**src/rtl/hfs_pkg.sv**
```systemverilog
// ----------------------------------------------------------------------------
// hfs_pkg
// Shared types and constants of the height field bilinear sampler.
// ----------------------------------------------------------------------------
`default_nettype none

package hfs_pkg;

    // Default number of vertices on one side of the height store.
    localparam int MAX_SIDE_DEF = 256;

    // Fraction bits of the cell fraction and of the interpolation weights.
    localparam int FRAC_W   = 16;
    // Width of a weight, which can reach 1.0.
    localparam int WEIGHT_W = FRAC_W + 1;
    // Field widths.
    localparam int HEIGHT_W = 16;
    localparam int POS_W    = 24;
    localparam int CLAMP_W  = POS_W - 1;
    localparam int CELL_W   = 16;
    localparam int SIDE_W   = 9;
    localparam int LIMIT_W  = SIDE_W + CELL_W;
    localparam int VTX_W    = 8;
    localparam int RES_W    = 24;
    localparam int CFG_IDX_W  = 2;
    localparam int CFG_DATA_W = 16;

    // Reset value of the cell size register (1.0 m in Q8.8).
    localparam logic [CELL_W-1:0] CELL_SIZE_RST = 16'h0100;

    // Item function codes.
    localparam logic FUNC_WRITE  = 1'b0;
    localparam logic FUNC_SAMPLE = 1'b1;

    // Configuration register indexes.
    typedef enum logic [CFG_IDX_W-1:0] {
        CFG_GRID_WIDTH  = 2'd0,
        CFG_GRID_HEIGHT = 2'd1,
        CFG_CELL_SIZE   = 2'd2
    } hfs_cfg_e;

    // Fields of an item that ride along the divider pipeline.
    typedef struct packed {
        logic                       func;
        logic                       wr_ok;
        logic [VTX_W-1:0]           vx;
        logic [VTX_W-1:0]           vy;
        logic signed [HEIGHT_W-1:0] hv;
    } hfs_item_t;

endpackage

`default_nettype wire

```
**src/rtl/hfs_interp.sv**
```systemverilog
// ----------------------------------------------------------------------------
// hfs_interp
// Six-stage bilinear interpolation of four vertex heights with Q.16 weights,
// rounded to eight fraction bits.
// ----------------------------------------------------------------------------
`default_nettype none

module hfs_interp (
    input  wire logic                                clk,
    input  wire logic                                rst_n,
    input  wire logic                                en,
    input  wire logic                                in_v,
    input  wire logic signed [hfs_pkg::HEIGHT_W-1:0] h00,
    input  wire logic signed [hfs_pkg::HEIGHT_W-1:0] h10,
    input  wire logic signed [hfs_pkg::HEIGHT_W-1:0] h01,
    input  wire logic signed [hfs_pkg::HEIGHT_W-1:0] h11,
    input  wire logic [hfs_pkg::WEIGHT_W-1:0]        tx,
    input  wire logic [hfs_pkg::WEIGHT_W-1:0]        ty,
    output logic                                     out_v,
    output logic signed [hfs_pkg::RES_W-1:0]         res
);
    import hfs_pkg::*;

    localparam int DIFF_W = HEIGHT_W + 1;
    localparam int PROD_W = DIFF_W + WEIGHT_W + 1;
    localparam int ROW_W  = HEIGHT_W + FRAC_W + 1;
    localparam int DH_W   = ROW_W + 1;
    localparam int FIN_W  = DH_W + WEIGHT_W + 1;
    localparam int RND_SH = 2 * FRAC_W - 8;

    logic [5:0] v_reg;

    logic signed [DIFF_W-1:0]   d0_reg, d1_reg;
    logic signed [HEIGHT_W-1:0] a00_reg, a01_reg, b00_reg, b01_reg;
    logic [WEIGHT_W-1:0]        tx1_reg;
    logic [WEIGHT_W-1:0]        ty1_reg, ty2_reg, ty3_reg, ty4_reg;
    logic signed [PROD_W-1:0]   m0_reg, m1_reg;
    logic signed [ROW_W-1:0]    h0_reg, h1_reg, h0r_reg, h0r5_reg;
    logic signed [DH_W-1:0]     dh_reg;
    logic signed [FIN_W-1:0]    p_reg;
    logic signed [RES_W-1:0]    res_reg;

    logic signed [PROD_W-1:0] m0_next, m1_next, s0, s1;
    logic signed [FIN_W-1:0]  p_next, fin;

    // Row weights along x.
    assign m0_next = d0_reg * $signed({1'b0, tx1_reg});
    assign m1_next = d1_reg * $signed({1'b0, tx1_reg});

    // Row heights with 16 fraction bits.
    assign s0 = {{(PROD_W-HEIGHT_W-FRAC_W){b00_reg[HEIGHT_W-1]}}, b00_reg,
                 {FRAC_W{1'b0}}} + m0_reg;
    assign s1 = {{(PROD_W-HEIGHT_W-FRAC_W){b01_reg[HEIGHT_W-1]}}, b01_reg,
                 {FRAC_W{1'b0}}} + m1_reg;

    // Column weight along y.
    assign p_next = dh_reg * $signed({1'b0, ty4_reg});

    // Final sum; the rounding half was already added to the upper row.
    assign fin = {{(FIN_W-ROW_W-FRAC_W){h0r5_reg[ROW_W-1]}}, h0r5_reg,
                  {FRAC_W{1'b0}}} + p_reg;

    // Valid bits of the six stages.
    always_ff @(posedge clk or negedge rst_n)
    begin
        if (!rst_n)
        begin
            v_reg <= '0;
        end
        else if (en)
        begin
            v_reg <= {v_reg[4:0], in_v};
        end
    end

    // Stage payloads.
    always_ff @(posedge clk)
    begin
        if (en)
        begin
            d0_reg   <= DIFF_W'(h10) - DIFF_W'(h00);
            d1_reg   <= DIFF_W'(h11) - DIFF_W'(h01);
            a00_reg  <= h00;
            a01_reg  <= h01;
            tx1_reg  <= tx;
            ty1_reg  <= ty;

            m0_reg   <= m0_next;
            m1_reg   <= m1_next;
            b00_reg  <= a00_reg;
            b01_reg  <= a01_reg;
            ty2_reg  <= ty1_reg;

            h0_reg   <= s0[ROW_W-1:0];
            h1_reg   <= s1[ROW_W-1:0];
            ty3_reg  <= ty2_reg;

            h0r_reg  <= h0_reg + ROW_W'(128);
            dh_reg   <= DH_W'(h1_reg) - DH_W'(h0_reg);
            ty4_reg  <= ty3_reg;

            p_reg    <= p_next;
            h0r5_reg <= h0r_reg;

            res_reg  <= fin[RND_SH+RES_W-1:RND_SH];
        end
    end

    assign out_v = v_reg[5];
    assign res   = res_reg;

endmodule

`default_nettype wire

```
**config.mk**
```make
export PLATFORM = sky130hd
export DESIGN_NAME = hfs_interp
export DESIGN_NICKNAME = d
export VERILOG_FILES = /design/src/rtl/hfs_pkg.sv /design/src/rtl/hfs_interp.sv
export SDC_FILE = /design/constraint.sdc
export NUM_CORES = 2
export LEC_CHECK = 0
export BUFFER_PORTS_ARGS = -buffer_cell sky130_fd_sc_hd__clkbuf_2
export CORE_AREA = 2 2 336 255
export CTS_CLUSTER_DIAMETER = 40
export DETAILED_ROUTE_END_ITERATION = 10
export DIE_AREA = 0 0 338 257
export GPL_TIMING_DRIVEN = 0
export PLACE_DENSITY_LB_ADDON = 0.12
export SETUP_SLACK_MARGIN = 0.4
export SYNTH_ARGS = -nofsm -noshare
export SYNTH_HDL_FRONTEND = slang
export SYNTH_SLANG_ARGS = --single-unit
```
**constraint.sdc**
```tcl
create_clock -name clk -period 12.7 [get_ports clk]
set_clock_uncertainty 0.15 [all_clocks]
set_input_delay 1.905 -clock clk [delete_from_list [all_inputs] [get_ports clk]]
set_output_delay 1.905 -clock clk [all_outputs]
set_load 0.05 [all_outputs]
```
# After elaboration in Yosys (flattened, before gate mapping)
# Index checks and enable logic that the tools add are counted.
# op_classes
eq_ne	0
n_mul	3
addsub	7
n_reduce_logical	0
n_shift	0
n_div	0
order_cmp	0
muxes	0
bitwise_logic	0
# ops
operator	n
adder 33 bit	2
multiplier 17 x 18 -> 33 bit	2
adder 48 bit	1
multiplier 34 x 18 -> 48 bit	1
subtractor 16 x 16 -> 17 bit	2
subtractor 33 x 33 -> 34 bit	1
adder 32 x 9 -> 32 bit, second input constant	1
# totals
mem_count	0
latchBits	0
ff_bits	491
elab_cells	31
inputBits	102
romBits	0
mem_bits_rw	0

# Longest topological paths before layout
# depth
ltp_word	1
mapped_depth	26
mapped_depth_nobuf	24

# Worst setup path before layout
# No wires, ideal clock.
# synth_timing
path_kind	reg2reg
start	reg d1_reg[2]
end	reg m1_reg[31], data pin
setup_ns	0.258
period_less_slack_ns	6.733
slack_ns	5.967
path_buffers	1
t_required_ns	12.292
t_arrival_ns	6.325
path_stages_with_launch	23
cell_sequence	edfxtp_1 -> clkbuf_1 -> nand2_1 -> fa_1 -> fa_1 -> fa_1 -> fa_1 -> inv_1 -> fa_1 -> inv_1 -> fa_1 -> inv_1 -> ha_1 -> a21o_1 -> a21o_1 -> a21o_1 -> a221oi_1 -> a21oi_1 -> a2111oi_0 -> nor3_1 -> or3_1 -> a21oi_1 -> xnor2_1
# synth_via
elab_chain_len	1
# synth_rtl
item	line_no	rtl
start: declaration	hfs_interp.sv:33	logic signed [DIFF_W-1:0] d0_reg, d1_reg;
start signal: assignment	hfs_interp.sv:82	d1_reg <= DIFF_W'(h11) - DIFF_W'(h01);
multiplier 17 x 18 -> 33 bit	hfs_interp.sv:48	assign m1_next = d1_reg * $signed({1'b0, tx1_reg});
via m1_next[31]	hfs_interp.sv:43	logic signed [PROD_W-1:0] m0_next, m1_next, s0, s1;
end signal: assignment	hfs_interp.sv:89	m1_reg <= m1_next;
end: declaration	hfs_interp.sv:37	logic signed [PROD_W-1:0] m0_reg, m1_reg;
# The timed path passes the listed nets, and every way through them passes these cells.
# A chain may end at the register's enable or synchronous reset.

# Worst setup path after layout
# layout_timing
start	reg ty4_reg[10]
end	reg p_reg[45], data pin
# layout_via
elab_chain_len	1
# layout_rtl
item	line_no	rtl
start: declaration	hfs_interp.sv:36	logic [WEIGHT_W-1:0] ty1_reg, ty2_reg, ty3_reg, ty4_reg;
start signal: assignment	hfs_interp.sv:100	ty4_reg <= ty3_reg;
multiplier 34 x 18 -> 48 bit	hfs_interp.sv:57	assign p_next = dh_reg * $signed({1'b0, ty4_reg});
via p_next[45]	hfs_interp.sv:44	logic signed [FIN_W-1:0] p_next, fin;
end signal: assignment	hfs_interp.sv:102	p_reg <= p_next;
end: declaration	hfs_interp.sv:40	logic signed [FIN_W-1:0] p_reg;
# The timed path passes the listed nets, and every way through them passes these cells.

==> metrics.md <==
| Metric | Value |
|---|---|
| Run status | `finished, violations left` |
| Failing checks | `capacitance limit` |
| Final WL | `~140 mm` |
| Clock sinks | `475` |
| Largest area contributor in the netlist | `fa_1` |
| H-tree depth | `2` |
| CTS clk-pin slew, worst paths | `approximately 70 ps` |
| Synth Instances | `5630` |
| Critical path depth | `25` |
| Top_reg_cell synth | `edfxtp_1` |
| Routed vias | `approximately 40000` |
| Vias per cell | `between 5 and 6` |
| Global-route total usage across every layer | `between 30% and 40%` |
| Die ar. | `86900 µm²` |
| RSZ-0062 raised after global routing | `false` |
| First-pass GRT wire length | `230 mm` |
| Drt initial violations | `between 3000 and 4000` |
| Port Buffers | `between 100 and 150` |
| DR WL/cell | `20.7 µm` |
| Hold Crit Class | `reg2reg` |
| Slowest stage delay, CP | `630 ps` |
| Yosys reg bits | `~480` |
| Share of layout cells above drive strength 1 | `about 4.4%` |
| Syn_area_per_cell | `between 10 and 15 µm²` |
| Setup Viol. Count Final | `0` |
| Tcrit/Tclk final | `68.3%` |
| Most common cell in the netlist | `inv_1` |
| Worst R2R Start | `ty4_reg[10]` |
| Post-synth ARST share | `1.26%` |
| Maxcap violations | `1` |
| Synth cell count leaders | `inv_1, fa_1, and2_1, nand2_1, ha_1` |
| Main combinational cell family by area after synthesis | `adder cells` |
| Slew Viols, Final | `0` |
| CTS max path bufs | `3` |
| Clock Latency Late Sink | `690 ps` |
| Ports | `approximately 130` |
| Fin crit period | `8680 ps` |
| Crit-path max FO | `10` |
| Crit path to | `p_reg[45]` |
| Worst rel slew slack | `less than 1%` |
| Final GP Congestion | `~0.98` |
| Pin count of the biggest net entering global routing | `117` |
| Row cnt | `92` |
| Clk Tree Root Cell | `clkbuf_16` |
| Post-synthesis xor/xnor area fraction | `roughly 3.2%` |
| Synth Area in Simple Gates | `around 14%` |
| Adder-Cell Fraction of Synth Area | `a little over two fifths` |
| Least-Margin Pin Slew | `1450 ps` |
| Most used cell, CP | `fa_1` |
| Main area contributors after synthesis | `fa_1, edfxtp_1, ha_1` |
| Mapped Nets | `7177` |
| Layout area overhead | `7.43%` |
| Synth warn | `0` |
| CTS tree | `built` |
| Crit-path slowest cell | `clkbuf_1` |
| Antenna viol nets, final | `0` |
| CTS Buf Count | `about 60` |
| WP data arrival | `roughly 8900 ps` |
| Vias in the first global route | `between 40000 and 50000` |
| Endpoints failing hold | `0` |
| Die W | `between 300 and 400 µm` |
| CP Class | `reg2reg` |
| Post-Syn Area | `around 58000 µm²` |
| Max reg flops | `34` |
| FMAX | `approximately 120 MHz` |
| Post-synth EDFFs | `between 400 and 500` |
| R2R depth | `25` |
| Post-CTS setup buffers | `0` |
| Setup TNS | `0 ps` |
| Hold bufs inserted after CTS | `0` |
| R2r endpoint | `p_reg[45]` |
| Synth unique cells | `75` |
| Core box area | `around 83000 µm²` |
| Hpwl dp | `117 mm` |
| WP data required | `~13000 ps` |
| Buf+Inv Stages, Crit Path | `7` |
| Critical path launch point type | `flop` |
| Initial antenna violation count | `6` |
| CP top delay family | `adder cells` |
| Mux cell area share after synthesis | `less than 1%` |
| CP Launch Point | `ty4_reg[10]` |
| Gr ovfl total | `0` |
| Crit path capture type | `flop` |
| Compound-Gate Fraction of Synth Area | `under 10%` |
| Register area share after synthesis | `~25%` |
| Drt first pass iters | `8` |
| Top cell type's share of synthesized area | `around 34%` |
| Initial Util | `between 60% and 70%` |
| Vert. Die Dim | `about 260 µm` |
| CTS resizes | `0` |
| Final nets | `7368` |
| R2R Setup Slk | `between 4000 and 5000 ps` |
| DRC viols | `0` |
==> routing by layer <==
layer / track usage, % / part of all wire (%) / vias to the layer above
met1: 47.8 / 39 / 19800
met4: 15.6 / 5.4 / 4
met3: 7.98 / 11 / 407
met5: 0 / 0.020 / -
li1: - / - / 17700
met2: 54.0 / 45 / 2040
==> worst register-to-register path, delay by kind of cell (launching register included) <==
kind                     cells  cell delay, ps
AND/OR/NAND/NOR              2             630
flip-flops                   1             320
AO/OA/AOI/OAI                9            2400
adder cells (fa/ha/maj)      7            3440
buffers and inverters        7            1450
==> worst min path at each step <==
stage | startpoint | to | depth (start not counted)
2_1_floorplan | a00_reg[0] | b00_reg[0] | 0
3_3_place_gp | h0r_reg[6] | h0r5_reg[6] | 0
3_5_place_dp | a00_reg[12] | b00_reg[12] | 0
4_1_cts | m0_reg[8] | h0_reg[8] | 0
5_1_grt | m0_reg[8] | h0_reg[8] | 0
6_report | m0_reg[8] | h0_reg[8] | 0
==> placed cells by master (no fill, tap or decap), types with 14 or more instances in the layout <==
cell type / count
fa_1: 973
and3_1: 28
edfxtp_1: 469
clkbuf_2: 125
nand2b_1: 38
nand4_1: 15
xnor2_1: 163
nor2_1: 162
a21o_1: 63
o21bai_1: 14
a21oi_1: 130
o21ai_0: 76
xor2_1: 48
o21a_1: 30
ha_1: 472
clkbuf_1: 184
clkbuf_16: 59
and2_1: 615
nand2_1: 593
nand3_1: 44
nor3_1: 44
a211oi_1: 25
a21boi_0: 15
nor2b_1: 35
inv_1: 1261
==> stage by stage <==
step	cells	instance area [µm²]	hold slack (ps)	utilization (%)	setup WS, ps
floorplan	5630	58000	250	-	5970
global placement	6884	60000	251	71.9	1640
detailed placement	6888	60100	255	72.0	4140
CTS	7000	62300	264	74.6	4040
global route	7000	62300	261	74.6	3680
finish	7003	62300	262	74.6	4020
==> cell type report <==
cell class              instances  area (µm²)
fillers                      5913       21200
repair buffers                130         749
flip-flops and latches        475       14200
plain buffers                 185         696
inverters                    1263        4740
well taps                    1128        1410
diodes                          3        7.51
clock buffers                  62        1490
multi-input cells            3707       38300
clock inverters                50         652
==> cell families after synthesis <==
logic type | Yosys count
AOI/OAI and AO/OA | 433
and+or+nand+nor | 1611
adders and majority gates | 1445
xor gates and xnor gates | 211
buffers and inverters | 1448
DFF | 475
muxes | 7
Power is left out: the tool's default activity adds up to more than one toggle a clock period on the data nets, which glitch-free logic cannot reach.
