<file path="config.mk">
export PLATFORM = sky130hd
export DESIGN_NAME = hfs_div
export DESIGN_NICKNAME = d
export VERILOG_FILES = /design/src/rtl/hfs_pkg.sv /design/src/rtl/hfs_div.sv
export SDC_FILE = /design/constraint.sdc
export NUM_CORES = 2
export LEC_CHECK = 0
export ABC_CLOCK_PERIOD_IN_PS = 3800
export BUFFER_PORTS_ARGS = -buffer_cell sky130_fd_sc_hd__buf_4
export CORE_MARGIN = 1
export CORE_UTILIZATION = 64
export CTS_CLUSTER_DIAMETER = 30
export CTS_CLUSTER_SIZE = 20
export DETAILED_ROUTE_END_ITERATION = 7
export PLACE_DENSITY_LB_ADDON = 0.1
export SLEW_MARGIN = 20
export SYNTH_ARGS = -nofsm -noshare
export SYNTH_HDL_FRONTEND = slang
export SYNTH_SLANG_ARGS = --single-unit
</file>
<file path="constraint.sdc">
create_clock -name clk -period 3.8 [get_ports clk]
set_clock_uncertainty 0.15 [all_clocks]
set_input_delay 0.57 -clock clk [delete_from_list [all_inputs] [get_ports clk]]
set_output_delay 0.57 -clock clk [all_outputs]
set_load 0.01 [all_outputs]
</file>
<file path="src/rtl/hfs_pkg.sv">
// ----------------------------------------------------------------------------
// hfs_pkg
// Shared types and constants of the height field bilinear sampler.
// ----------------------------------------------------------------------------
`default_nettype none

package hfs_pkg;

    // Default number of vertices on one side of the height store.
    localparam int MAX_SIDE_DEF = 256;

    // Fraction bits of the cell fraction and of the interpolation weights.
    localparam int FRAC_W   = 16;
    // Width of a weight, which can reach 1.0.
    localparam int WEIGHT_W = FRAC_W + 1;
    // Field widths.
    localparam int HEIGHT_W = 16;
    localparam int POS_W    = 24;
    localparam int CLAMP_W  = POS_W - 1;
    localparam int CELL_W   = 16;
    localparam int SIDE_W   = 9;
    localparam int LIMIT_W  = SIDE_W + CELL_W;
    localparam int VTX_W    = 8;
    localparam int RES_W    = 24;
    localparam int CFG_IDX_W  = 2;
    localparam int CFG_DATA_W = 16;

    // Reset value of the cell size register (1.0 m in Q8.8).
    localparam logic [CELL_W-1:0] CELL_SIZE_RST = 16'h0100;

    // Item function codes.
    localparam logic FUNC_WRITE  = 1'b0;
    localparam logic FUNC_SAMPLE = 1'b1;

    // Configuration register indexes.
    typedef enum logic [CFG_IDX_W-1:0] {
        CFG_GRID_WIDTH  = 2'd0,
        CFG_GRID_HEIGHT = 2'd1,
        CFG_CELL_SIZE   = 2'd2
    } hfs_cfg_e;

    // Fields of an item that ride along the divider pipeline.
    typedef struct packed {
        logic                       func;
        logic                       wr_ok;
        logic [VTX_W-1:0]           vx;
        logic [VTX_W-1:0]           vy;
        logic signed [HEIGHT_W-1:0] hv;
    } hfs_item_t;

endpackage

`default_nettype wire

</file>
<file path="src/rtl/hfs_div.sv">
// ----------------------------------------------------------------------------
// hfs_div
// Two-lane restoring divider pipeline, one quotient bit per stage. Each lane
// divides a clamped position, scaled by 2^16, by the cell size.
// ----------------------------------------------------------------------------
`default_nettype none

module hfs_div #(
    parameter int QW = $clog2(hfs_pkg::MAX_SIDE_DEF) + hfs_pkg::FRAC_W
) (
    input  wire logic                         clk,
    input  wire logic                         rst_n,
    input  wire logic                         en,
    input  wire logic                         in_v,
    input  wire hfs_pkg::hfs_item_t           in_item,
    input  wire logic [hfs_pkg::CLAMP_W-1:0]  in_px,
    input  wire logic [hfs_pkg::CLAMP_W-1:0]  in_py,
    input  wire logic [hfs_pkg::CELL_W-1:0]   cell_sz,
    output logic                              out_v,
    output hfs_pkg::hfs_item_t                out_item,
    output logic [QW-1:0]                     out_qx,
    output logic [QW-1:0]                     out_qy
);
    import hfs_pkg::*;

    localparam int DIVD_W = CLAMP_W + FRAC_W;

    // One restoring step: returns the quotient bit over the new remainder.
    function automatic logic [CELL_W:0] div_step(
        input logic [CELL_W-1:0] rem,
        input logic              dbit,
        input logic [CELL_W-1:0] dvs
    );
        logic [CELL_W+1:0] trial;
        logic              ge;
        logic [CELL_W-1:0] rem_n;
        trial = {1'b0, rem, dbit} - {2'b00, dvs};
        ge    = ~trial[CELL_W+1];
        rem_n = ge ? trial[CELL_W-1:0] : {rem[CELL_W-2:0], dbit};
        return {ge, rem_n};
    endfunction

    logic               v_reg  [QW];
    hfs_item_t          it_reg [QW];
    logic [CELL_W-1:0]  rx_reg [QW];
    logic [CELL_W-1:0]  ry_reg [QW];
    logic [QW-1:0]      dx_reg [QW];
    logic [QW-1:0]      dy_reg [QW];
    logic [QW-1:0]      qx_reg [QW];
    logic [QW-1:0]      qy_reg [QW];

    logic [DIVD_W-1:0] divd_x;
    logic [DIVD_W-1:0] divd_y;

    // The quotient stays below 2^QW, so the top bits start as the remainder.
    assign divd_x = {in_px, {FRAC_W{1'b0}}};
    assign divd_y = {in_py, {FRAC_W{1'b0}}};

    for (genvar k = 0; k < QW; k++) begin : g_stage
        logic              v_in;
        hfs_item_t         it_in;
        logic [CELL_W-1:0] rx_in;
        logic [CELL_W-1:0] ry_in;
        logic [QW-1:0]     dx_in;
        logic [QW-1:0]     dy_in;
        logic [QW-1:0]     qx_in;
        logic [QW-1:0]     qy_in;
        logic [CELL_W:0]   sx;
        logic [CELL_W:0]   sy;

        if (k == 0) begin : g_first
            assign v_in  = in_v;
            assign it_in = in_item;
            assign rx_in = CELL_W'(divd_x >> QW);
            assign ry_in = CELL_W'(divd_y >> QW);
            assign dx_in = QW'(divd_x);
            assign dy_in = QW'(divd_y);
            assign qx_in = '0;
            assign qy_in = '0;
        end else begin : g_next
            assign v_in  = v_reg[k-1];
            assign it_in = it_reg[k-1];
            assign rx_in = rx_reg[k-1];
            assign ry_in = ry_reg[k-1];
            assign dx_in = dx_reg[k-1];
            assign dy_in = dy_reg[k-1];
            assign qx_in = qx_reg[k-1];
            assign qy_in = qy_reg[k-1];
        end

        // Trial subtraction of the cell size on both lanes.
        assign sx = div_step(rx_in, dx_in[QW-1], cell_sz);
        assign sy = div_step(ry_in, dy_in[QW-1], cell_sz);

        // Stage valid bit.
        always_ff @(posedge clk or negedge rst_n)
        begin
            if (!rst_n)
            begin
                v_reg[k] <= 1'b0;
            end
            else if (en)
            begin
                v_reg[k] <= v_in;
            end
        end

        // Stage payload.
        always_ff @(posedge clk)
        begin
            if (en)
            begin
                it_reg[k] <= it_in;
                rx_reg[k] <= sx[CELL_W-1:0];
                ry_reg[k] <= sy[CELL_W-1:0];
                dx_reg[k] <= {dx_in[QW-2:0], 1'b0};
                dy_reg[k] <= {dy_in[QW-2:0], 1'b0};
                qx_reg[k] <= {qx_in[QW-2:0], sx[CELL_W]};
                qy_reg[k] <= {qy_in[QW-2:0], sy[CELL_W]};
            end
        end
    end

    assign out_v    = v_reg[QW-1];
    assign out_item = it_reg[QW-1];
    assign out_qx   = qx_reg[QW-1];
    assign out_qy   = qy_reg[QW-1];

endmodule

`default_nettype wire

</file>
-- After elaboration in Yosys (flattened, before gate mapping)
Memory sizes are Yosys's and may differ from the RTL's.
Cells that the tools add are included.
W data, S select, Z words.
- output and inout bits: 83
- word-level logic and storage cells: 177
- ROM bits: 0
- bits in registers: 24
- memories: 7
- RAM bits: 3840
- latch bits: 0
- input port bits: 100
- memory list (memory ; words ; bits a word ; rd ports ; clocked after memory_dff ; wr ports ; RTL line ; source):
    it_reg ; 24 ; 34 ; 24 ; 0 ; 24 ; hfs_div.sv:44 ; hfs_item_t it_reg [QW];
    qx_reg ; 24 ; 24 ; 24 ; 0 ; 24 ; hfs_div.sv:49 ; logic [QW-1:0] qx_reg [QW];
    qy_reg ; 24 ; 24 ; 24 ; 0 ; 24 ; hfs_div.sv:50 ; logic [QW-1:0] qy_reg [QW];
    dx_reg ; 24 ; 23 ; 23 ; 0 ; 24 ; hfs_div.sv:47 ; logic [QW-1:0] dx_reg [QW];
    dy_reg ; 24 ; 23 ; 23 ; 0 ; 24 ; hfs_div.sv:48 ; logic [QW-1:0] dy_reg [QW];
    rx_reg ; 24 ; 16 ; 23 ; 0 ; 24 ; hfs_div.sv:45 ; logic [CELL_W-1:0] rx_reg [QW];
    +1 memories ; - ; - ; - ; - ; - ; - ;
- $lt $le $gt $ge: 0
- add/sub/neg operators: 48
- shifts and indexed selects: 0
- bitwise operators: 48
- eq/ne operators: 0
- div/mod/pow operators: 0
- reductions and logical operators: 0
- muxes and demuxes: 50
- multipliers: 0
- operators with widths (cell ; number):
    $sub A17 B16 Y18 ; 46
    $mux W16 ; 48
    $not A1 Y1 ; 48
    $sub A16 B16 Y17 ; 2
    $mux W1 ; 2

-- Longest topological paths before layout
An unclocked memory read counts as a cell.
- depth in word-level cells: 3
- gate-level depth with buffers: 13
- gate-level depth less buffers: 11

-- Worst setup path after synthesis
No wires, ideal clock.
- kind: input -> register
- start point: in cell_sz[1] (netlist bit)
- end point: mem rx_reg[18][7], in the netlist rx_reg[2][39] (data pin)
- data arrival time: 5.534 ns
- required time: 3.390 ns
- slack: -2.144 ns
- library setup time: 0.260 ns
- path buffers: 1
- stages on the path: 10
- path through: inv_1 -> ha_1 -> nor2b_1 -> o31a_1 -> o21ai_0 -> o21bai_1 -> a41o_1 -> o41ai_4 -> buf_6 -> mux2_2
- RTL lines (item ; RTL line ; source):
    start: declaration ; hfs_div.sv:18 ; input wire logic [hfs_pkg::CELL_W-1:0] cell_sz,
    end: declaration ; hfs_div.sv:45 ;

==> reports/results.md <==
- DPL Wire Length: 155 mm
- Die X-Extent: 416 um
- number of global-route vias before repair: 74100
- mapped cell area: 110000 um^2
- setup violation total in the final timing report: 0
- CP endpoint kind: flop
- reg-to-reg startpoint: dx_reg[0][137]$_DFFE_PP_
- sink of the worst hold path: rx_reg[0][64]$_DFFE_PP_
- NumNets Final: 9826
- result of the run: finished clean
- EDFF count, synth: 2208
- pin count of the biggest net entering global routing: 129
- CP Launch Type: input pin
- hold path startpoint: cell_sz[0]
- maximum count of clock buffers along a single path: 4
- Worst Hold Margin: 67.3 ps
- Yosys reg bits: 2232
- iteration count of the initial detailed-routing pass: 7
- Worst Path Required: 4340 ps
- critical path type: in -> reg
- total negative slack: 0 ps
- dominant synthesized flop cell: sky130_fd_sc_hd__edfxtp_1
- remaining global-route overflow: 0
- Max Slew Vio Count: 0
- Maximum Capacitance Violations: 0
- final weighted congestion in routability-driven placement: 0.968
- drc violations: 0
- overall fraction of global-route tracks in use: 30.9%
- final antenna-violating net count: 0
- Top-Level Pins: 183
- end of the worst register-to-register path: rx_reg[0][108]$_DFFE_PP_
- Tightest Pin Transition: 805 ps
- maximum fanout along the worst path: 14
- number of antenna violations at the first check in global routing: 4
- setup repair after global routing missed its margin: false
- total vias in the final route: 72300
- global-route wire length before repair: 416 mm
- via count normalized by instance count: 6.29
- number of DRC markers after the initial detailed-route iteration: 6473
- synthesis warning total: 0
- distinct cell type count of the synthesized netlist: 91
- core footprint: 170000 um^2
- number of flip-flops under the largest register name: 816
- total nets after synthesis: 8851
- Mean Syn Cell Area: 13.8 um^2
- reg2reg path depth: 11
- placement row count: 151
- share of flip-flops with an asynchronous set or reset: 1.08%
- FMAX: 0.275 GHz
- cell count after placement: 10700
- worst vdd rail ir drop: 0.000585 V
- die area: 173000 um^2
- final wirelength: 270 mm
- Seq/Total Area, Yosys: 61.0%
- effective utilization at floorplan: 64.6%
- Reg2Reg Setup Slack: 380 ps
- CP Data Arrival Time: 4170 ps
- insertion delay to the later sink of the worst-skew pair: 990 ps
- fraction of layout cells with a size suffix above 1: 22.9%
- Avg WL per Cell: 23.5 um
- clock sink total: 2232
- final core utilization: 79.3%
- Die Y: 416 um
- clock slew at reported path FFs: 50 ps
- H-tree level count: 5
- headroom to the max-slew limit: 46.3%
- post-CTS setup buffer count: 0
- Layout area overhead: 22.8%
- path class of the lowest-slack min-delay path: in -> reg
- Final Hold Fails: 0
- clock tree from TritonCTS: built
- post-cts repair resize count: 0
- Buffers on Ports: 182
- final cell count without fillers: 11500
- depth of the worst hold-timing path: 3
- worst-case setup margin in the final layout: 163 ps
- clk root buf: sky130_fd_sc_hd__clkbuf_16
- clock buffers created by TritonCTS: 411
- clock period minus final worst setup slack: 3640 ps
- worst setup slack after placement: 18.6 ps
- Fill cells: 9203
- gate count after technology mapping: 7969
- post-route fraction of the period consumed by the critical path: 95.7%
- Leak Pwr: 52.3 nW
- P per Cell Area: 927 nW/um^2
-- how the worst max path moves through the flow --
stage | from | slack [ps] | depth (start not counted) | endpoint
after floorplan | cell_sz[1] | -1090 | 10 | rx_reg[2][55]$_DFFE_PP_
after global placement | cell_sz[0] | -3 | 12 | ry_reg[0][124]$_DFFE_PP_
after detailed placement | cell_sz[6] | 20 | 13 | rx_reg[0][74]$_DFFE_PP_
after CTS | in_py[7] | 250 | 15 | ry_reg[0][1]$_DFFE_PP_
after global routing | in_py[7] | 2 | 15 | ry_reg[0][1]$_DFFE_PP_
final | in_py[7] | 160 | 15 | ry_reg[0][1]$_DFFE_PP_
-- synthesized netlist by cell type, types with 38 or more instances --
cell | instances | area, um^2
sky130_fd_sc_hd__nand2b_1 | 76 | 475
sky130_fd_sc_hd__o31ai_1 | 41 | 308
sky130_fd_sc_hd__xor2_1 | 176 | 1540
sky130_fd_sc_hd__edfxtp_1 | 2208 | 66300
sky130_fd_sc_hd__nand3_1 | 88 | 440
sky130_fd_sc_hd__o211ai_1 | 42 | 315
sky130_fd_sc_hd__inv_1 | 239 | 897
sky130_fd_sc_hd__fa_1 | 46 | 921
sky130_fd_sc_hd__buf_2 | 40 | 200
sky130_fd_sc_hd__clkbuf_1 | 97 | 364
sky130_fd_sc_hd__a31oi_1 | 50 | 313
sky130_fd_sc_hd__nor2_1 | 491 | 1840
sky130_fd_sc_hd__mux2i_1 | 38 | 380
sky130_fd_sc_hd__o21a_1 | 151 | 1130
sky130_fd_sc_hd__xnor2_1 | 291 | 2550
sky130_fd_sc_hd__a21o_1 | 219 | 1640
sky130_fd_sc_hd__nor2b_1 | 84 | 526
sky130_fd_sc_hd__and3_1 | 54 | 338
sky130_fd_sc_hd__o21bai_1 | 48 | 360
sky130_fd_sc_hd__nand4_1 | 59 | 369
sky130_fd_sc_hd__nand2_1 | 314 | 1180
sky130_fd_sc_hd__ha_1 | 736 | 9210
sky130_fd_sc_hd__o31a_1 | 54 | 473
sky130_fd_sc_hd__and2_1 | 39 | 244
sky130_fd_sc_hd__o21ai_0 | 486 | 2430
sky130_fd_sc_hd__a211oi_1 | 109 | 818
sky130_fd_sc_hd__a21oi_1 | 468 | 2340
sky130_fd_sc_hd__nor3_1 | 159 | 796
sky130_fd_sc_hd__mux2_2 | 528 | 5950
-- through the flow --
stage	power, mW	area, um^2
after floorplan	73.4	112000
after global placement	84.0	120000
after detailed placement	85.4	120000
after CTS	124	135000
after global routing	130	135000
final	125	135000
-- per-layer routing --
layer  track usage [%]  part of all wire (%)  wire (um)  vias up
met4              16.6                   5.6      15100        2
met3              5.30                   6.3      17100     1021
met1              37.0                    38     103000    35000
met5                 0                0.0048         13        -
met2              53.5                    50     134000     3099
li1                  -                     -          -    33200
-- worst max-delay path, stage by stage --
cell and delay [ps]:
sky130_fd_sc_hd__dlygate4sd3_1 540, sky130_fd_sc_hd__buf_4 100, sky130_fd_sc_hd__inv_1 40, sky130_fd_sc_hd__ha_1 240
sky130_fd_sc_hd__fa_1 420, sky130_fd_sc_hd__nor2b_1 120, sky130_fd_sc_hd__o21ai_0 130, sky130_fd_sc_hd__a211oi_1 350
sky130_fd_sc_hd__o2111ai_1 210, sky130_fd_sc_hd__a21oi_1 280, sky130_fd_sc_hd__a31oi_2 170, sky130_fd_sc_hd__buf_12 180
sky130_fd_sc_hd__buf_4 140, sky130_fd_sc_hd__mux2i_1 110, sky130_fd_sc_hd__dlygate4sd3_1 560
-- power by group --
group          internal, mW  switching, mW  total, mW
combinational          24.1           24.7       48.8
sequential             35.3           3.58       38.8
clock                  23.7           13.3       37.0
-- cell type report --
type | instances | area [um^2] | share of cell area, %
inverters | 243 | 946 | 0.703
diodes | 1 | 2.50 | 0.00186
repair buffers | 714 | 6610 | 4.91
multi-input cells | 5342 | 43400 | 32.2
well taps | 2218 | 2780 | 2.06
flip-flops and latches | 2232 | 66900 | 49.7
clock inverters | 299 | 3330 | 2.47
clock buffers | 444 | 10600 | 7.89
-- layout by cell type, fill, tap and decap left out, types with 82 or more instances in the layout --
master	instances
sky130_fd_sc_hd__xnor2_1	291
sky130_fd_sc_hd__o21ai_1	86
sky130_fd_sc_hd__nor3_1	159
sky130_fd_sc_hd__o21a_1	151
sky130_fd_sc_hd__a21o_1	219
sky130_fd_sc_hd__buf_12	82
sky130_fd_sc_hd__ha_1	730
sky130_fd_sc_hd__nor2_1	490
sky130_fd_sc_hd__nand2_1	312
sky130_fd_sc_hd__a21oi_1	445
sky130_fd_sc_hd__mux2_2	253
sky130_fd_sc_hd__mux2_4	275
sky130_fd_sc_hd__dlygate4sd3_1	84
sky130_fd_sc_hd__buf_4	546
sky130_fd_sc_hd__o21ai_0	379
sky130_fd_sc_hd__inv_1	201
sky130_fd_sc_hd__clkbuf_16	420
sky130_fd_sc_hd__xor2_1	176
sky130_fd_sc_hd__nand3_1	88
sky130_fd_sc_hd__edfxtp_1	2208
-- cell families (layout without fill, tap and decap cells) --
logic type                 Yosys count  in the layout  share of synthesized area (%)
DFF                               2232           2232                           61.0
AOI/OAI and AO/OA                 2012           2012                           12.1
and+or+nand+nor                   1515           1515                           6.70
adders and majority gates          782            782                           9.24
muxes                              566            566                           5.77
xor gates and xnor gates           467            467                           3.73
buffers and inverters              395           1700                           1.44
other                                0              1                              0
-- what timing repair did --
item / 4_1_cts / 5_1_grt
hold buffers: 85 / 0
endpoints found under the setup margin: 0 / 0
endpoints found under the hold margin: 106 / 0
No activity file was read; power rests on OpenSTA's default activity.
